File: config.mk
export PLATFORM = sky130hd
export DESIGN_NAME = scba_queue
export DESIGN_NICKNAME = d
export VERILOG_FILES = /design/src/rtl/size_class_block_allocator_assert.svh /design/src/rtl/scba_pkg.sv /design/src/rtl/scba_queue.sv
export SDC_FILE = /design/constraint.sdc
export NUM_CORES = 1
export LEC_CHECK = 0
export BUFFER_PORTS_ARGS = -buffer_cell sky130_fd_sc_hd__buf_2
export CAP_MARGIN = 10
export CORE_AREA = 2 2 87 89
export CTS_CLUSTER_SIZE = 10
export DETAILED_ROUTE_END_ITERATION = 8
export DIE_AREA = 0 0 89 91
export PLACE_DENSITY = 0.71
export SLEW_MARGIN = 20
export SYNTH_ARGS = -nofsm -noshare
export SYNTH_HDL_FRONTEND = slang
export SYNTH_SLANG_ARGS = --single-unit
File: constraint.sdc
create_clock -name clk -period 2 [get_ports clk]
set_input_delay 0.3 -clock clk [delete_from_list [all_inputs] [get_ports clk]]
set_output_delay 0.3 -clock clk [all_outputs]
set_load 0.05 [all_outputs]
File: src/rtl/size_class_block_allocator_assert.svh
// Assertion macros used by the allocator back end.
`ifndef SIZE_CLASS_BLOCK_ALLOCATOR_ASSERT_SVH
`define SIZE_CLASS_BLOCK_ALLOCATOR_ASSERT_SVH

// Checked outside reset.
`define SCBA_ASSERT(lbl, prop, msg) \
  lbl: assert property (@(posedge clk) disable iff (rst) prop) else $error(msg);

// Checked at every edge, reset included.
`define SCBA_ASSERT_ALWAYS(lbl, prop, msg) \
  lbl: assert property (@(posedge clk) prop) else $error(msg);

`endif

File: src/rtl/scba_pkg.sv
// Shared constants, types and codes of the size-class block allocator.
package scba_pkg;

  localparam int MAX_SMALL_CLASSES = 32;
  localparam int CLASS_COUNT       = MAX_SMALL_CLASSES + 1;
  localparam int REGION_BYTES      = 4096;
  localparam int MAX_BLOCK_BYTES   = 2048;
  localparam int POOL_BYTES        = CLASS_COUNT * REGION_BYTES;
  localparam int LINK_WORDS        = POOL_BYTES / 8;

  localparam int ADDR_W   = 18;
  localparam int SIZE_W   = 16;
  localparam int CFG_W    = 6;
  localparam int CLASS_W  = $clog2(CLASS_COUNT);
  localparam int OFFSET_W = $clog2(REGION_BYTES) + 1;
  localparam int SLOT_W   = $clog2(MAX_BLOCK_BYTES) + 1;
  localparam int REGION_W = $clog2(REGION_BYTES);
  localparam int WORD_W   = ADDR_W - 3;
  localparam int LINK_W   = ADDR_W + 1;

  localparam int QUEUE_DEPTH = 2;
  localparam int QPTR_W      = (QUEUE_DEPTH > 1) ? $clog2(QUEUE_DEPTH) : 1;
  localparam int QCNT_W      = $clog2(QUEUE_DEPTH + 1);

  localparam logic [CFG_W-1:0] CLASS_COUNT_RESET = CFG_W'(8);

  localparam logic [1:0] ST_OK        = 2'd0;
  localparam logic [1:0] ST_BAD_SIZE  = 2'd1;
  localparam logic [1:0] ST_EXHAUSTED = 2'd2;
  localparam logic [1:0] ST_BAD_ADDR  = 2'd3;

  localparam logic REQ_ALLOC = 1'b0;
  localparam logic REQ_FREE  = 1'b1;

  typedef enum logic [1:0] {
    OP_ALLOC,
    OP_FREE,
    OP_FAIL
  } op_t;

  typedef struct packed {
    op_t                 op;
    logic [1:0]          status;
    logic [CLASS_W-1:0]  cls;
    logic [SLOT_W-1:0]   slot;
    logic [ADDR_W-1:0]   addr;
  } queue_entry_t;

  typedef enum logic [1:0] {
    BK_IDLE,
    BK_EXEC,
    BK_LINK
  } back_state_t;

endpackage

File: src/rtl/scba_queue.sv
// Short request queue between the front end and the back end.
module scba_queue import scba_pkg::*; (
  input  logic          clk,
  input  logic          rst,
  input  logic          push,
  input  queue_entry_t  wr_entry,
  output logic          full,
  input  logic          pop,
  output logic          empty,
  output queue_entry_t  rd_entry
);

  queue_entry_t       slots [QUEUE_DEPTH];
  logic [QPTR_W-1:0]  wr_ptr;
  logic [QPTR_W-1:0]  rd_ptr;
  logic [QCNT_W-1:0]  count;
  logic               do_push;
  logic               do_pop;

  assign full     = (count == QCNT_W'(QUEUE_DEPTH));
  assign empty    = (count == '0);
  assign do_push  = push && !full;
  assign do_pop   = pop && !empty;
  assign rd_entry = slots[rd_ptr];

  always_ff @(posedge clk) begin
    if (do_push) begin
      slots[wr_ptr] <= wr_entry;
    end
  end

  always_ff @(posedge clk) begin
    if (rst) begin
      wr_ptr <= '0;
      rd_ptr <= '0;
      count  <= '0;
    end else begin
      if (do_push) begin
        wr_ptr <= (wr_ptr == QPTR_W'(QUEUE_DEPTH - 1)) ? '0 : wr_ptr + QPTR_W'(1);
      end
      if (do_pop) begin
        rd_ptr <= (rd_ptr == QPTR_W'(QUEUE_DEPTH - 1)) ? '0 : rd_ptr + QPTR_W'(1);
      end
      count <= count + QCNT_W'(do_push) - QCNT_W'(do_pop);
    end
  end

endmodule

==> results.cfg <==
[critical_path]
crit_arrival_ns = 1.52
path_max_fanout = 40
cpLargestDelayFamily = buffers and inverters
crit_type = register to output port
r2r_slack_ns = 0.41
endpoint_kind = output port
start_kind = register
path_cells = buf_12 > mux2_1 > buf_2
critPathSlowestCell = mux2_1
worstReg2RegStart = count[0]
critPathBufInv = 2
critical_path_required_ns = 1.70
critPathMaxStageDelay_ns = 0.37

[finish]
fin_util_pct = 54.6
layout-drive-gt1-share_pct = 43.8
num-fill-cells = 614
syn_to_final_growth_pct = 25.4
ff_latch_area_sq_um = 2500
nets = 292
diodes = 0
multi_input_area_sq_um = 571

[synthesis]
yosys.area_share.simple_pct = 1.89
muxShareOfSynthArea_pct = 14.5
synth_fp_nets = 197
syn_avg_cell_area_sq_um = 20.6
synthAdderAreaFrac_pct = 0.805
yosysSeqAreaShare_pct = 80.5
yosysWarnings = 0
ys_types = 20
synthXorXnorAreaFrac_pct = 0.564
synth_top_family_by_area = multiplexers
synthCells = 151
synth_compound_area_share_pct = 0.604
synth-seq-cells = 85
netlist_area_sq_um = 3110

[flow_run]
cap_violations = 0

[detailed_routing]
drtAntennaViolNets = 0
totalWireLength_um = 5230
avgViaCountPerCell = 4.61
drtIter0Drc = 35
num_vias = 1612
drc = 0
avgRoutedWirePerCell_um = 14.9
firstDrtPassIters = 2

[global_routing]
overflow = 0
grt_pass1_wl_um = 7740
antenna_found_initial = 0
grt_util_all_layers_pct = 13.1
grt_max_degree = 41
grt_pass1_vias = 1666

[worst_hold_path]
min_from = wr_entry[29]
min_path_type = primary input to register

[sta]
hold_viol_final = 0
layout_min_cycle_time_ns = 1.82
holdWs_ns = 0.140
rsz0062_at_grt = no
slew_headroom_pct = 82.2
timing.fmax_mhz = 549
tightest_slew_ns = 0.269
finalClockSkew_ns = 0.00500
fin_tns_setup_ns = 0
fin_crit_sh_pct = 91.1
setup_viol = 0
maxSlewViolCount = 0

[pwr]
power_density_nw_per_um2 = 1470
irDropWorstVdd_mv = 0.640
leakagePower_nw = 1.48

[clocking]
path_clk_slew_ns = 0.08
cts_tree = done
h-tree-depth = 3
cts_root_buf = clkbuf_8
cts_buffers = 9
cts_setup_buffers = 0
cts.sinks = 85
hold_buffers = 0
clock_latency_ns = 0.34
cts_buffer_depth = 2
ctsResizeCount = 0

[die]
rows = 31
fp.dieH_um = 91
die_x_um = 89
core_area_sq_um = 7140
dieArea_sq_um = 8100
initial_utilization_pct = 43.5
ios = 86

[placement]
gp_congestion = 0.658
io_buffer_count = 85
dp_hpwl_um = 3420

[run_status]
status = finished, final reports clean
through the flow:
stage                     power [mW]  std cells  worst slack, ns  cell area [sq um]
after CTS                       5.80        350            0.143               3900
after global placement          4.58        334            0.444               3700
after detailed placement        4.61        334            0.400               3700
after floorplan                 4.07        151            0.143               3110
final                           5.71        350            0.177               3900
after global routing            5.97        350            0.108               3900
cells in the mapped netlist:
| cell | instances | area, sq um |
|---|---|---|
| edfxtp_1 | 80 | 2400 |
| nor2_1 | 4 | 15.0 |
| or3_1 | 1 | 6.26 |
| and3_2 | 1 | 7.51 |
| ha_1 | 2 | 25.0 |
| mux2_1 | 40 | 450 |
| xor2_1 | 1 | 8.76 |
| inv_1 | 3 | 11.3 |
| o21a_2 | 1 | 8.76 |
| o21ai_0 | 1 | 5.00 |
| nor2b_1 | 1 | 6.26 |
| and2_1 | 1 | 6.26 |
| a21oi_1 | 1 | 5.00 |
| nand2_1 | 1 | 3.75 |
| inv_2 | 1 | 3.75 |
| nor3_1 | 1 | 5.00 |
| dfxtp_1 | 5 | 100 |
| buf_2 | 4 | 20.0 |
| xnor2_1 | 1 | 8.76 |
| nand2b_2 | 1 | 8.76 |
path summary, 6_finish.rpt:
check / endpoint / depth (start not counted)
min reg2reg: wr_ptr / 2
max: rd_entry[28] / 3
min: slots[0][29] / 1
max reg2reg: slots[0][11] / 5
registers in the layout, indices dropped and copies added, names as in the netlist, named ones only:
signal	cells
count	2
rd_ptr	1
slots	80
wr_ptr	1
logic make-up (layout without fill, tap and decap cells):
kind of cell / Yosys count / in the layout
muxes: 40 / 40
and+or+nand+nor: 11 / 11
DFF: 85 / 85
AOI/OAI and AO/OA: 3 / 3
adders and majority gates: 2 / 2
xor gates and xnor gates: 2 / 2
buffers and inverters: 8 / 108
layout make-up:
class	count	area share (%)
Sequential cell	85	64.2
Inverter	4	0.481
Tap cell	99	3.18
Clock buffer	9	3.18
Clock inverter	7	1.86
Multi-Input combinational cell	58	14.6
Timing Repair Buffer	88	12.5
power by group:
part	internal [mW]	total (mW)	switching (mW)
clock	0.581	1.17	0.594
sequential	2.27	2.34	0.0732
combinational	0.574	2.20	1.62
total	3.42	5.71	2.29
layout by cell type (no fill, tap or decap), drive strengths merged, types with 2 or more instances in the layout:
cell type,count
clkbuf,9
edfxtp,80
clkinv,2
buf,88
nor2,4
dfxtp,5
clkinvlp,3
mux2,40
ha,2
inv,5
per-layer routing:
layer  share of wire [%]  global-route usage, %
met5                   0                      0
met4                 1.6                   6.34
met3                 4.7                   3.36
met2                  53                   22.9
met1                  40                   14.3
Power figures use the tool's default switching activity.
