--- config.mk ---
export PLATFORM = sky130hd
export DESIGN_NAME = scba_front
export DESIGN_NICKNAME = d
export VERILOG_FILES = /design/src/rtl/size_class_block_allocator_assert.svh /design/src/rtl/scba_pkg.sv /design/src/rtl/scba_front.sv
export SDC_FILE = /design/constraint.sdc
export NUM_CORES = 1
export LEC_CHECK = 0
export CORE_MARGIN = 2
export CORE_UTILIZATION = 40
export DETAILED_ROUTE_END_ITERATION = 10
export DONT_BUFFER_PORTS = 1
export SLEW_MARGIN = 20
export SYNTH_ARGS = -nofsm -noshare
export SYNTH_HDL_FRONTEND = slang
export SYNTH_SLANG_ARGS = --single-unit
--- constraint.sdc ---
create_clock -name clk -period 4.2 [get_ports clk]
set_input_delay 0.84 -clock clk [delete_from_list [all_inputs] [get_ports clk]]
set_output_delay 0.84 -clock clk [all_outputs]
set_load 0.05 [all_outputs]
--- src/rtl/size_class_block_allocator_assert.svh ---
// Assertion macros used by the allocator back end.
`ifndef SIZE_CLASS_BLOCK_ALLOCATOR_ASSERT_SVH
`define SIZE_CLASS_BLOCK_ALLOCATOR_ASSERT_SVH

// Checked outside reset.
`define SCBA_ASSERT(lbl, prop, msg) \
  lbl: assert property (@(posedge clk) disable iff (rst) prop) else $error(msg);

// Checked at every edge, reset included.
`define SCBA_ASSERT_ALWAYS(lbl, prop, msg) \
  lbl: assert property (@(posedge clk) prop) else $error(msg);

`endif

--- src/rtl/scba_pkg.sv ---
// Shared constants, types and codes of the size-class block allocator.
package scba_pkg;

  localparam int MAX_SMALL_CLASSES = 32;
  localparam int CLASS_COUNT       = MAX_SMALL_CLASSES + 1;
  localparam int REGION_BYTES      = 4096;
  localparam int MAX_BLOCK_BYTES   = 2048;
  localparam int POOL_BYTES        = CLASS_COUNT * REGION_BYTES;
  localparam int LINK_WORDS        = POOL_BYTES / 8;

  localparam int ADDR_W   = 18;
  localparam int SIZE_W   = 16;
  localparam int CFG_W    = 6;
  localparam int CLASS_W  = $clog2(CLASS_COUNT);
  localparam int OFFSET_W = $clog2(REGION_BYTES) + 1;
  localparam int SLOT_W   = $clog2(MAX_BLOCK_BYTES) + 1;
  localparam int REGION_W = $clog2(REGION_BYTES);
  localparam int WORD_W   = ADDR_W - 3;
  localparam int LINK_W   = ADDR_W + 1;

  localparam int QUEUE_DEPTH = 2;
  localparam int QPTR_W      = (QUEUE_DEPTH > 1) ? $clog2(QUEUE_DEPTH) : 1;
  localparam int QCNT_W      = $clog2(QUEUE_DEPTH + 1);

  localparam logic [CFG_W-1:0] CLASS_COUNT_RESET = CFG_W'(8);

  localparam logic [1:0] ST_OK        = 2'd0;
  localparam logic [1:0] ST_BAD_SIZE  = 2'd1;
  localparam logic [1:0] ST_EXHAUSTED = 2'd2;
  localparam logic [1:0] ST_BAD_ADDR  = 2'd3;

  localparam logic REQ_ALLOC = 1'b0;
  localparam logic REQ_FREE  = 1'b1;

  typedef enum logic [1:0] {
    OP_ALLOC,
    OP_FREE,
    OP_FAIL
  } op_t;

  typedef struct packed {
    op_t                 op;
    logic [1:0]          status;
    logic [CLASS_W-1:0]  cls;
    logic [SLOT_W-1:0]   slot;
    logic [ADDR_W-1:0]   addr;
  } queue_entry_t;

  typedef enum logic [1:0] {
    BK_IDLE,
    BK_EXEC,
    BK_LINK
  } back_state_t;

endpackage

--- src/rtl/scba_front.sv ---
// Front end: request intake, class register and size/address classification.
module scba_front import scba_pkg::*; (
  input  logic                clk,
  input  logic                rst,
  input  logic                start,
  output logic                busy,
  input  logic                req_type,
  input  logic [SIZE_W-1:0]   req_size,
  input  logic [ADDR_W-1:0]   block_address,
  input  logic                cfg_valid,
  output logic                cfg_ready,
  input  logic [CFG_W-1:0]    cfg_data,
  input  logic                queue_full,
  output logic                push,
  output queue_entry_t        entry
);

  logic [CFG_W-1:0]   small_class_count;
  logic [CFG_W-1:0]   n_classes;
  logic [SIZE_W:0]    rounded;
  logic [SIZE_W:0]    small_limit;
  logic               size_bad;

  assign cfg_ready = 1'b1;
  assign busy      = queue_full;
  assign push      = start && !queue_full;

  always_ff @(posedge clk) begin
    if (rst) begin
      small_class_count <= CLASS_COUNT_RESET;
    end else if (cfg_valid && cfg_ready) begin
      small_class_count <= cfg_data;
    end
  end

  always_comb begin
    n_classes = (small_class_count > CFG_W'(MAX_SMALL_CLASSES)) ?
                CFG_W'(MAX_SMALL_CLASSES) : small_class_count;
    rounded     = ({1'b0, req_size} + (SIZE_W+1)'(7)) & ~(SIZE_W+1)'(7);
    small_limit = (SIZE_W+1)'({n_classes, 3'b000});
    size_bad    = (rounded == '0) || (rounded > (SIZE_W+1)'(MAX_BLOCK_BYTES));

    entry.op     = OP_FAIL;
    entry.status = ST_OK;
    entry.cls    = '0;
    entry.slot   = SLOT_W'(MAX_BLOCK_BYTES);
    entry.addr   = block_address;

    if (req_type == REQ_ALLOC) begin
      if (size_bad) begin
        entry.status = ST_BAD_SIZE;
      end else if (rounded > small_limit) begin
        entry.op  = OP_ALLOC;
        entry.cls = CLASS_W'(n_classes);
      end else begin
        entry.op   = OP_ALLOC;
        entry.cls  = CLASS_W'(rounded[SIZE_W:3] - (SIZE_W-2)'(1));
        entry.slot = rounded[SLOT_W-1:0];
      end
    end else begin
      if (block_address >= ADDR_W'(POOL_BYTES)) begin
        entry.status = ST_BAD_ADDR;
      end else begin
        entry.op  = OP_FREE;
        entry.cls = block_address[ADDR_W-1:REGION_W];
      end
    end
  end

endmodule

==> qor.yml <==
power_and_ir_drop:
  ir_drop_mv: 0.155
  power_uw: 247
  pwr-share-comb_pct: 53.2
  power.share.clock_pct: 21.3
  p_sw_share_pct: 39.8
  seqPwrFrac_pct: 25.5
  powerDensity_mw_per_mm2: 170
  total_leakage_power_nw: 0.574
  p_sw_uw: 98.2
  intPower_uw: 148
placement:
  pre_cts_ws_ns: -0.117
  io_buffer_count: 0
  gp_congestion: 0.827
  hpwl_mm: 2.30
  dp.cells: 168
worst_setup_path:
  start_kind: "input port"
  ff2ff_path_depth: 2
  crit_required_ns: 3.36
  cp_max_fo: 4
  r2r_slack_ns: 3.45
  critPathKind: "in2out"
  endpoint_kind: "primary output"
  crit_arrival_ns: 3.26
finish:
  layout.nets: 202
  regMostFlops: "small_class_count"
  final.fill_count: 227
  mostFrequentLayoutCell: "buf_4"
  largest_reg_flops: 6
  final_cells: 177
  fin_util_pct: 56.9
  areaGrowthSynthToFinish_pct: 32.1
  drive_gt1_share_pct: 39.5
  n_antenna_cell: 0
  final_cell_mix: "buf_4, nand2_1, buf_12"
  top_regs: "small_class_count x6"
cts:
  clock_sinks: 6
  clock_latency_ns: 0.25
  cts_buffers: 3
  cts_hold_buffers: 0
  cts_tree: "yes"
  clockRootBuffer: "clkbuf_4"
  clk_pin_slew_worst_paths_ns: 0.04
  htree_levels: 1
  cts_max_path_buffers: 2
drt:
  viasPerCell: 5.63
  routed_wl_mm: 2.75
  drtIter0Drc: 24
  wl_per_cell_um: 15.5
  vias: 996
  postRouteAntennaNets: 0
  dr.pass1.iters: 4
  drc: 0
global_route:
  grtUsageTotal_pct: 17.0
  grt-ovfl-total: 0
  grt_max_degree: 15
  grt_pass1_vias: 979
  grt_antenna_before_repair: 0
  grt_pass1_wl_mm: 4.35
run:
  maxCapViolCount: 0
synth:
  yosysWarnings: 0
  yosysSeqAreaShare_pct: 11.0
  yosysTopAreaCell: "buf_4"
  ys_types: 37
  syn_avg_cell_area_um2: 7.66
  async_flop_share_pct: 0
  synthTopCellsByArea: "buf_4, dfxtp_1, mux2i_1"
  synthCells: 143
  yosysTopAreaCellShare_pct: 17.8
  ys_ff_latch: 6
  synthesis.area_mm2: 0.00110
  synth_flop_cell: "dfxtp_1"
  synth-edff-count: 0
sta:
  hold_viol: 0
  tightest_slew_ns: 0.933
  period_needed_ns: 4.10
  max-slew-margin-rel_pct: 37.7
  rsz0062_at_grt: "yes"
  fin_ws_ns: 0.0984
  clock_skew_ns: 0
  setup_viol: 0
  fin_crit_sh_pct: 97.7
  drv_slew: 0
  fmax_mhz: 244
floorplan:
  coreArea_mm2: 0.00254
  dieHeight_um: 56.3
  fp.dieW_um: 56.3
  die_area_mm2: 0.00317
  rows: 18
  start_util_pct: 43.1
  ios: 89
outcome:
  status: "finished, final reports clean"
min_path:
  whs_path_depth: 2
  min_path_type: "reg2reg"
[synth_stat cells, types with 2 or more instances]
master,n
buf_4,26
nand2_1,14
nor2_1,12
mux2i_1,9
ha_1,7
xnor2_1,7
dfxtp_1,6
nand3_1,6
and3_1,5
nor2b_1,5
nor3_1,4
o211ai_1,4
a22o_1,3
clkbuf_1,3
inv_1,3
o21ai_0,3
xor2_1,3
conb_1,2
nor4_1,2
or4_1,2
[per-layer routing]
metal	vias up	GRT usage [%]	wire length, um
met3	8	5.53	233
met1	455	18.4	1000
met5	-	0	0
met2	57	32.4	1470
li1	476	-	-
met4	0	2.72	42
[power groups by stage]
| stage | combinational, mW | sequential [mW] | clock [mW] |
|---|---|---|---|
| after floorplan | 0.144 | 0.0632 | 0 |
| after global placement | 0.114 | 0.0639 | 0 |
| after CTS | 0.116 | 0.0630 | 0.0534 |
| final | 0.131 | 0.0629 | 0.0525 |
| after global routing | 0.141 | 0.0632 | 0.0582 |
| after detailed placement | 0.116 | 0.0639 | 0 |
[worst max-delay path, stage by stage]
cell	delay, ns
or3_4	0.41
nand4_1	0.14
xnor2_2	0.14
ha_1	0.26
and3_4	0.17
o211ai_1	0.08
mux2i_1	0.13
nor4_4	0.29
buf_4	0.19
mux2i_1	0.25
a22o_1	0.21
buf_12	0.15
[cell type report]
cell class	instances	area [um^2]	share of cell area [%]
Clock buffer	3	22.5	1.56
Timing Repair Buffer	27	332	22.9
Multi-Input combinational cell	108	925	63.9
Inverter	3	11.3	0.778
Tap cell	30	37.5	2.59
Sequential cell	6	120	8.30
[path summary, 6_finish.rpt]
path                             start              endpoint
setup / recovery           req_size[0]             entry[33]
hold reg to reg   small_class_count[2]  small_class_count[2]
setup reg to reg  small_class_count[3]  small_class_count[3]
hold / removal    small_class_count[2]  small_class_count[2]
[kinds of logic after synthesis]
kind of cell | after synthesis | share of synthesized area [%]
and+or+nand+nor | 58 | 28.9
buffers and inverters | 33 | 20.9
AOI/OAI and AO/OA | 17 | 12.9
xor gates and xnor gates | 11 | 9.48
muxes | 9 | 8.22
adders and majority gates | 7 | 7.99
DFF | 6 | 11.0
other | 2 | 0.685
[stage by stage]
step           cell area, um^2  setup TNS [ns]  hold slack [ns]
5_1_grt                   1450         -0.0873            0.551
3_5_place_dp              1300          -0.614            0.492
6_report                  1450               0            0.502
4_1_cts                   1330               0            0.503
3_3_place_gp              1300               0            0.483
2_1_floorplan             1190          -0.365            0.452
[repair_timing]
item                       in CTS  in global routing
setup endpoints to repair      10                 10
resized for setup               0                 14
buffers inserted                2                  4
pin swaps                       1                 15
Note: power is estimated with default switching activity, not from simulation.
